--- config.mk ---
export PLATFORM = sky130hd
export DESIGN_NAME = bitmap_row_rle_encoder_core
export DESIGN_NICKNAME = d
export VERILOG_FILES = /design/src/hw/rtl/brle_pkg.sv /design/src/hw/rtl/brle_cfg.sv /design/src/hw/rtl/brle_encode.sv /design/src/hw/rtl/brle_obuf.sv /design/src/hw/rtl/bitmap_row_rle_encoder_core.sv
export SDC_FILE = /design/constraint.sdc
export NUM_CORES = 1
export LEC_CHECK = 0
export ABC_CLOCK_PERIOD_IN_PS = 6400
export BUFFER_PORTS_ARGS = -buffer_cell sky130_fd_sc_hd__clkbuf_2
export CAP_MARGIN = 25
export CORE_UTILIZATION = 32
export DETAILED_ROUTE_END_ITERATION = 12
export PLACE_DENSITY = 0.53
export RECOVER_POWER = 25
export SETUP_SLACK_MARGIN = 0.2
export SLEW_MARGIN = 20
export SYNTH_ARGS = -nofsm -noshare
export SYNTH_HDL_FRONTEND = slang
export SYNTH_HIERARCHICAL = 1
export SYNTH_SLANG_ARGS = --single-unit
--- constraint.sdc ---
create_clock -name clk -period 6.4 [get_ports clk]
set_clock_uncertainty 0.05 [all_clocks]
set_input_delay 1.28 -clock clk [delete_from_list [all_inputs] [get_ports clk]]
set_output_delay 1.28 -clock clk [all_outputs]
set_load 0.1 [all_outputs]
--- src/hw/rtl/brle_pkg.sv ---
// ----------------------------------------------------------------------------
// brle_pkg
// Shared types and constants of the bitmap row run-length encoder.
// ----------------------------------------------------------------------------
package brle_pkg;

  localparam int unsigned CfgIndexWidth = 3;
  localparam int unsigned CfgDataWidth  = 8;

  typedef enum logic [CfgIndexWidth-1:0] {
    REG_REPEAT_CODE      = 3'd0,
    REG_ZERO_RUN_CODE    = 3'd1,
    REG_ONES_RUN_CODE    = 3'd2,
    REG_DOUBLE_ZERO_CODE = 3'd3,
    REG_DOUBLE_ONES_CODE = 3'd4,
    REG_VERSION_TWO_MODE = 3'd5,
    REG_COMPRESS_ENABLE  = 3'd6
  } reg_index_t;

  localparam logic [7:0] RepeatCodeReset     = 8'h31;
  localparam logic [7:0] ZeroRunCodeReset    = 8'h8C;
  localparam logic [7:0] OnesRunCodeReset    = 8'hCC;
  localparam logic [7:0] DoubleZeroCodeReset = 8'h39;
  localparam logic [7:0] DoubleOnesCodeReset = 8'h9C;

  localparam logic [7:0] ByteZero = 8'h00;
  localparam logic [7:0] ByteOnes = 8'hFF;
  localparam logic [7:0] RunMax   = 8'd255;

  localparam logic OpPixel  = 1'b0;
  localparam logic OpFinish = 1'b1;

  typedef struct packed {
    logic [7:0] repeat_code;
    logic [7:0] zero_run_code;
    logic [7:0] ones_run_code;
    logic [7:0] double_zero_code;
    logic [7:0] double_ones_code;
    logic       version_two_mode;
    logic       compress_enable;
  } cfg_t;

  typedef struct packed {
    logic       opcode;
    logic [7:0] pixel_byte;
    logic [3:0] valid_bits;
  } item_t;

  typedef struct packed {
    logic [1:0] cnt;
    logic [7:0] byte2;
    logic [7:0] byte1;
    logic [7:0] byte0;
  } res_t;

endpackage

--- src/hw/rtl/brle_cfg.sv ---
// ----------------------------------------------------------------------------
// brle_cfg
// Configuration register file, written through a plain write port.
// ----------------------------------------------------------------------------
module brle_cfg (
  input  logic                                clk,
  input  logic                                rst,
  input  logic                                cfg_we,
  input  logic [brle_pkg::CfgIndexWidth-1:0]  cfg_index,
  input  logic [brle_pkg::CfgDataWidth-1:0]   cfg_data,
  output brle_pkg::cfg_t                      cfg
);
  import brle_pkg::*;

  always_ff @(posedge clk) begin
    if (rst) begin
      cfg.repeat_code      <= RepeatCodeReset;
      cfg.zero_run_code    <= ZeroRunCodeReset;
      cfg.ones_run_code    <= OnesRunCodeReset;
      cfg.double_zero_code <= DoubleZeroCodeReset;
      cfg.double_ones_code <= DoubleOnesCodeReset;
      cfg.version_two_mode <= 1'b0;
      cfg.compress_enable  <= 1'b1;
    end else if (cfg_we) begin
      unique case (cfg_index)
        REG_REPEAT_CODE:      cfg.repeat_code      <= cfg_data;
        REG_ZERO_RUN_CODE:    cfg.zero_run_code    <= cfg_data;
        REG_ONES_RUN_CODE:    cfg.ones_run_code    <= cfg_data;
        REG_DOUBLE_ZERO_CODE: cfg.double_zero_code <= cfg_data;
        REG_DOUBLE_ONES_CODE: cfg.double_ones_code <= cfg_data;
        REG_VERSION_TWO_MODE: cfg.version_two_mode <= cfg_data[0];
        REG_COMPRESS_ENABLE:  cfg.compress_enable  <= cfg_data[0];
        default: ;
      endcase
    end
  end

endmodule

--- src/hw/rtl/brle_encode.sv ---
// ----------------------------------------------------------------------------
// brle_encode
// Pixel byte conditioning, run tracking and flush code selection.
// ----------------------------------------------------------------------------
module brle_encode (
  input  logic            clk,
  input  logic            rst,
  input  brle_pkg::cfg_t  cfg,
  input  brle_pkg::item_t item,
  input  logic            fire,
  output brle_pkg::res_t  res
);
  import brle_pkg::*;

  logic [7:0] run_value;
  logic [7:0] run_length;
  logic [7:0] run_value_next;
  logic [7:0] run_length_next;
  logic [7:0] padded;
  logic [7:0] proc_byte;
  logic       extreme;
  logic       is_code;
  logic       literal;
  res_t       flush;

  always_comb begin
    for (int i = 0; i < 8; i++) begin
      padded[i] = item.pixel_byte[i] | (item.valid_bits <= 4'(i));
    end
    for (int i = 0; i < 8; i++) begin
      proc_byte[7-i] = padded[i] ^ ~cfg.version_two_mode;
    end
  end

  assign extreme = (run_value == ByteZero) || (run_value == ByteOnes);
  assign is_code = (run_value == cfg.repeat_code) || (run_value == cfg.zero_run_code) ||
                   (run_value == cfg.ones_run_code) || (run_value == cfg.double_zero_code) ||
                   (run_value == cfg.double_ones_code);
  assign literal = ((run_length == 8'd1 && extreme) || (run_length <= 8'd3 && !extreme)) &&
                   !is_code;

  always_comb begin
    flush = '0;
    if (run_length == 8'd0) begin
      flush.cnt = 2'd0;
    end else if (literal) begin
      flush.cnt   = run_length[1:0];
      flush.byte0 = run_value;
      flush.byte1 = run_value;
      flush.byte2 = run_value;
    end else if (run_value == ByteZero || run_value == ByteOnes) begin
      if (run_length == 8'd2) begin
        flush.cnt   = 2'd1;
        flush.byte0 = (run_value == ByteZero) ? cfg.double_zero_code : cfg.double_ones_code;
      end else begin
        flush.cnt   = 2'd2;
        flush.byte0 = (run_value == ByteZero) ? cfg.zero_run_code : cfg.ones_run_code;
        flush.byte1 = run_length;
      end
    end else begin
      flush.cnt   = 2'd3;
      flush.byte0 = cfg.repeat_code;
      flush.byte1 = run_value;
      flush.byte2 = run_length;
    end
  end

  always_comb begin
    res             = '0;
    run_value_next  = run_value;
    run_length_next = run_length;
    if (item.opcode == OpFinish) begin
      if (cfg.compress_enable) begin
        res             = flush;
        run_value_next  = ByteZero;
        run_length_next = 8'd0;
      end
    end else if (!cfg.compress_enable) begin
      res.cnt   = 2'd1;
      res.byte0 = proc_byte;
    end else if (proc_byte == run_value && run_length != RunMax) begin
      run_length_next = run_length + 8'd1;
    end else begin
      res             = flush;
      run_value_next  = proc_byte;
      run_length_next = 8'd1;
    end
  end

  always_ff @(posedge clk) begin
    if (rst) begin
      run_value  <= ByteZero;
      run_length <= 8'd0;
    end else if (fire) begin
      run_value  <= run_value_next;
      run_length <= run_length_next;
    end
  end

  a_pixel_leaves_run: assert property (@(posedge clk) disable iff (rst)
    fire && item.opcode == OpPixel && cfg.compress_enable |=> run_length != 8'd0)
    else $error("pixel item left no pending run");

  a_finish_clears: assert property (@(posedge clk) disable iff (rst)
    fire && item.opcode == OpFinish && cfg.compress_enable |=>
      run_length == 8'd0 && run_value == ByteZero)
    else $error("finish did not clear the run");

  a_flush_restarts: assert property (@(posedge clk) disable iff (rst)
    fire && item.opcode == OpPixel && cfg.compress_enable && res.cnt != 2'd0 |=>
      run_length == 8'd1)
    else $error("flush on pixel item did not restart the run");

endmodule

--- src/hw/rtl/brle_obuf.sv ---
// ----------------------------------------------------------------------------
// brle_obuf
// Result buffer holding up to three bytes of one item, drained one per beat.
// ----------------------------------------------------------------------------
module brle_obuf (
  input  logic           clk,
  input  logic           rst,
  input  logic           load,
  input  brle_pkg::res_t res,
  output logic           can_load,
  output logic           m_tvalid,
  input  logic           m_tready,
  output logic [7:0]     m_tdata,   // out_byte[7:0]
  output logic           m_tlast
);
  import brle_pkg::*;

  logic [1:0] cnt;
  logic [7:0] b0;
  logic [7:0] b1;
  logic [7:0] b2;
  logic       take;

  assign m_tvalid = (cnt != 2'd0);
  assign m_tdata  = b0;
  assign m_tlast  = (cnt == 2'd1);
  assign take     = m_tvalid && m_tready;
  assign can_load = (cnt == 2'd0) || (cnt == 2'd1 && m_tready);

  always_ff @(posedge clk) begin
    if (rst) begin
      cnt <= 2'd0;
    end else if (load) begin
      cnt <= res.cnt;
    end else if (take) begin
      cnt <= cnt - 2'd1;
    end
  end

  always_ff @(posedge clk) begin
    if (load) begin
      b0 <= res.byte0;
      b1 <= res.byte1;
      b2 <= res.byte2;
    end else if (take) begin
      b0 <= b1;
      b1 <= b2;
    end
  end

  a_no_overwrite: assert property (@(posedge clk) disable iff (rst)
    cnt > 2'd1 |-> !load)
    else $error("result buffer overwritten while draining");

  a_load_count: assert property (@(posedge clk) disable iff (rst)
    load |=> cnt == $past(res.cnt))
    else $error("result buffer count wrong after load");

  a_load_nonempty: assert property (@(posedge clk) disable iff (rst)
    load |-> res.cnt != 2'd0)
    else $error("empty result loaded");

endmodule

--- src/hw/rtl/bitmap_row_rle_encoder_core.sv ---
// ----------------------------------------------------------------------------
// bitmap_row_rle_encoder_core
// Escape-code run-length encoder for bitmap rows.
//
// Input stream s_*: one item per transfer. s_tuser is the opcode (0 pixel
// byte, 1 finish), s_tdata carries the pixel byte and its valid bit count.
// Output stream m_*: one encoded byte per transfer, m_tlast marks the final
// byte caused by one input item. An item produces zero to three bytes.
// Configuration: cfg_we writes cfg_data to register cfg_index at the edge.
// The first byte of an item is offered once the item has left the input
// register and its bytes have been loaded into the result buffer.
// Throughput: one item per cycle when the item yields at most one byte and
// the receiver does not stall; an item yielding more bytes holds the
// output while the single output port drains the buffer one byte per beat.
// Reset clears the pending run, the buffers and restores register defaults.
// When the receiver stalls, results hold in the buffer. An item that yields
// bytes waits in the input register until the buffer is empty or its last
// byte is being taken, and input is back-pressured while it waits. Items
// that yield no byte never wait.
// ----------------------------------------------------------------------------
module bitmap_row_rle_encoder_core (
  input  logic                                clk,
  input  logic                                rst,
  input  logic                                s_tvalid,
  output logic                                s_tready,
  input  logic [15:0]                         s_tdata,   // pixel_byte[7:0], valid_bits[11:8]
  input  logic                                s_tuser,   // opcode
  output logic                                m_tvalid,
  input  logic                                m_tready,
  output logic [7:0]                          m_tdata,   // out_byte[7:0]
  output logic                                m_tlast,
  input  logic                                cfg_we,
  input  logic [brle_pkg::CfgIndexWidth-1:0]  cfg_index,
  input  logic [brle_pkg::CfgDataWidth-1:0]   cfg_data
);
  import brle_pkg::*;

  cfg_t  cfg;
  item_t item;
  logic  item_valid;
  res_t  res;
  logic  can_load;
  logic  fire;
  logic  accept;

  assign fire     = item_valid && (res.cnt == 2'd0 || can_load);
  assign s_tready = !item_valid || fire;
  assign accept   = s_tvalid && s_tready;

  always_ff @(posedge clk) begin
    if (rst) begin
      item_valid <= 1'b0;
    end else if (accept) begin
      item_valid <= 1'b1;
    end else if (fire) begin
      item_valid <= 1'b0;
    end
  end

  always_ff @(posedge clk) begin
    if (accept) begin
      item.opcode     <= s_tuser;
      item.pixel_byte <= s_tdata[7:0];
      item.valid_bits <= s_tdata[11:8];
    end
  end

  brle_cfg u_cfg (
    .clk       (clk),
    .rst       (rst),
    .cfg_we    (cfg_we),
    .cfg_index (cfg_index),
    .cfg_data  (cfg_data),
    .cfg       (cfg)
  );

  brle_encode u_encode (
    .clk  (clk),
    .rst  (rst),
    .cfg  (cfg),
    .item (item),
    .fire (fire),
    .res  (res)
  );

  brle_obuf u_obuf (
    .clk      (clk),
    .rst      (rst),
    .load     (fire && res.cnt != 2'd0),
    .res      (res),
    .can_load (can_load),
    .m_tvalid (m_tvalid),
    .m_tready (m_tready),
    .m_tdata  (m_tdata),
    .m_tlast  (m_tlast)
  );

endmodule

==> results.md <==
- CP Data Arrival Time: 4.15 ns
- Routed length per instance: 16.2 um
- Syn Inst Count: 591
- CTS sink cnt: 98
- Worst hold path type: flip-flop to flip-flop
- CTS tree: yes
- DRT antenna net count: 0
- Final wirelength: 13.6 mm
- Die W: 137 um
- Setup TNS: 0 ns
- Worst-path fanout max: 18
- Period utilization: 85.6%
- I/O pin total: 44
- Unrepaired setup endpoints after global routing: no
- Run status: finished with violations
- Min Tclk post-route: 5.48 ns
- Post-synth cell types: 69
- First-pass GRT wire length: 22.1 mm
- Pleak: 2.31 nW
- Crit Reg-Reg Endpoint: u_obuf/m_tdata[1]
- Combinational fraction of design power: 21.1%
- Cell area after synthesis: 5800 um^2
- CP max stage delay: 0.71 ns
- Worst path bufs/invs: 2
- Die height: 137 um
- Cell family with most CP delay: compound AO/OA/AOI/OAI gates
- Placer Congestion: 0.866
- Switch Pwr: 468 uW
- Share of layout cells above drive strength 1: 14.8%
- GR Util All Layers: 15.6%
- Overflow after GRT: 0
- HPWL after DPL: 9.95 mm
- Layout area overhead: 9.05%
- Drt via density: 5.09
- DRC viols: 0
- Initial core utilization: 33.2%
- Synth Register Bits: 98
- Mean Syn Cell Area: 9.82 um^2
- Yosys top cell by area: dfxtp_1
- CP max-delay cell: dfxtp_1
- DR vias: 4263
- Clk root buf: clkbuf_16
- Layout Utilization: 36.2%
- Synth Warn #: 6
- Multi-input logic area: 3120 um^2
- Placed Cells: 822
- Reg-to-reg startpoint: u_encode/run_value[4]
- Buffers on Ports: 39
- R2R depth: 11
- Clock slew at reported path FFs: 0.06 ns
- Syn Nets: 630
- Crit path from: u_encode/run_value[4]
- DIE AREA: 18700 um^2
- Sw Share: 30.7%
- Diode count: 0
- Crit path to: s_tready
- Post_cts resized: 0
- Yosys top cell area share: 21.0%
- Ranking of synthesized cells by area: dfxtp_1 21%, edfxtp_1 19%, mux2i_1 10%, xnor2_1 6.2%, nor2_1 3.9%
- Worst Setup End Kind: output pin
- Ys flop type: dfxtp_1
- Most frequent cells after synthesis: 61 x dfxtp_1, 61 x nor2_1, 59 x mux2i_1, 41 x xnor2_1, 37 x edfxtp_1
- Power Dens Cells: 241 nW/um^2
- Final worst setup slack: 0.924 ns
- Cts hold-fix bufs: 0
- Violated checks: max-capacitance violations, max-slew violations
- Layout Cells excl Fill: 838
- Cell chain of the critical path: nor4_4 -> nand2_2 -> o21a_1 -> o221a_1 -> and2_1 -> a21oi_1 -> o21ai_0 -> o21ai_2 -> nor2_2 -> inv_1 -> clkbuf_2
- Post-CTS Setup Inserts: 0
- Fillers: 1760
- Flop-to-flop setup slack: 1.71 ns
- Number of synthesized flops with an enable pin: 37
- CTS Buf Count: 9
- Cell row count: 48
- Post-synth ARST share: 0%
- Total power: 1.52 mW
- FF+latch area: 2330 um^2
- Required time worst endpoint: 5.07 ns
- Clock power share: 32.7%
- Sequential Power Share: 46.2%
- Max Freq: 0.183 GHz
- Core area: 17500 um^2
- Vias in the first global route: 4145
- Iter 0 DRT Violations: 285
- Part of the Yosys area used for sequential elements: 40.2%
- Largest net degree at the start of global routing: 75
- WS Path Type: flip-flop to output pin
- Setup violators final: 0
- Clock latency at the later pin of the worst-skew pair: 0.35 ns
- Worst-Margin Slew: 2.69 ns
- NumNets Final: 647
- Post-Place Worst Slack: 1.33 ns
- Startpoint types: flip-flop
- Crit path depth: 11
- DRT Pass-1 Iters: 5
- CTS H-Tree Depth: 3
- Max Cap Viol: 1
- Slew margin rel.: -79.5%
- Final hold violations: 0
- Initial antenna violation count: 0
- Clock buffer depth: 2
- Worst VDD drop: 0.141 mV
- Internal power: 1.05 mW
- Slew Limit Fails: 75
-- how the worst min path moves through the flow --
stage	from	endpoint	slack (ns)	cells after the start
6_report	u_cfg/cfg[11]	u_cfg/cfg[11]	0.47	2
5_1_grt	u_obuf/b1[3]	u_obuf/m_tdata[3]	0.48	1
4_1_cts	u_cfg/cfg[3]	u_cfg/cfg[3]	0.47	2
3_5_place_dp	u_cfg/cfg[16]	u_cfg/cfg[16]	0.46	2
3_3_place_gp	u_cfg/cfg[36]	u_cfg/cfg[36]	0.45	2
2_1_floorplan	u_cfg/cfg[37]	u_cfg/cfg[37]	0.42	2
-- cell usage in the layout (no fill, tap or decap), types with 3 or more instances in the layout --
master     synthesis  layout
mux2_4             8       8
nand2b_1          35      35
nand4b_1           3       3
o21a_1             4       4
nor2_1            61      60
clkbuf_16          0       9
nand2_1           33      33
or3_1              3       3
nor3_1             5       5
nand4_1           11      11
o22ai_1            8       8
nor4_1             6       6
o21ai_0           21      21
a221oi_1           8       8
inv_1             20      20
buf_4              2       6
edfxtp_1          37      37
dfxtp_1           61      61
ha_1               6       6
mux2_1             8       8
o32a_1             6       6
a21oi_1           26      26
clkbuf_2           0      39
clkinv_2           0       3
mux2i_1           59      59
xor2_1            18      18
nand3_1           15      15
xnor2_1           41      41
-- area by class of cell --
class	count	area share (%)
Clock inverter	5	0.474
Inverter	20	1.19
Clock buffer	11	3.83
Multi-Input combinational cell	433	49.4
Sequential cell	98	36.8
Timing Repair Buffer	46	3.85
Tap cell	225	4.45
-- routing by layer --
metal	track usage, %	vias to the layer above	part of all wire (%)
met3	3.41	25	5.1
met4	8.02	0	2.8
met1	20.7	2008	48
li1	-	2129	-
met5	0	-	0
met2	23.8	101	44
-- power by group through the flow --
| stage | clock, mW | combinational, mW | sequential, mW |
|---|---|---|---|
| floorplan | 0 | 0.227 | 0.753 |
| global placement | 0 | 0.317 | 0.716 |
| detailed placement | 0 | 0.320 | 0.717 |
| CTS | 0.518 | 0.321 | 0.703 |
| global route | 0.543 | 0.348 | 0.707 |
| finish | 0.498 | 0.322 | 0.703 |
-- tightest hold or removal path, delay by kind of cell, from the launching register on --
family        cells  cell delay (ns)
flops             1             0.33
simple gates      1             0.08
mux               1             0.06
-- per-stage QoR --
step,area (um^2),hold slack [ns]
2_1_floorplan,5800,0.423
4_1_cts,6330,0.472
5_1_grt,6330,0.485
6_report,6330,0.466
3_3_place_gp,6060,0.449
3_5_place_dp,6060,0.458
-- cells by family after synthesis --
| family | Yosys count | share of synthesized area (%) |
|---|---|---|
| AOI/OAI and AO/OA | 95 | 11.3 |
| xor gates and xnor gates | 59 | 8.90 |
| adders and majority gates | 6 | 1.29 |
| buffers and inverters | 60 | 6.08 |
| DFF | 98 | 40.2 |
| muxes | 75 | 13.8 |
| and+or+nand+nor | 198 | 18.5 |
-- sequential cells by signal (all words and copies together) (netlist names) --
register             cells
item_valid               1
u_obuf/b2                8
u_encode/run_length      8
u_encode/run_value       8
u_obuf/m_tdata           8
u_obuf/cnt               2
u_cfg/cfg               42
u_obuf/b1                8
item                    13
Note: power is estimated with default switching activity, not from simulation.
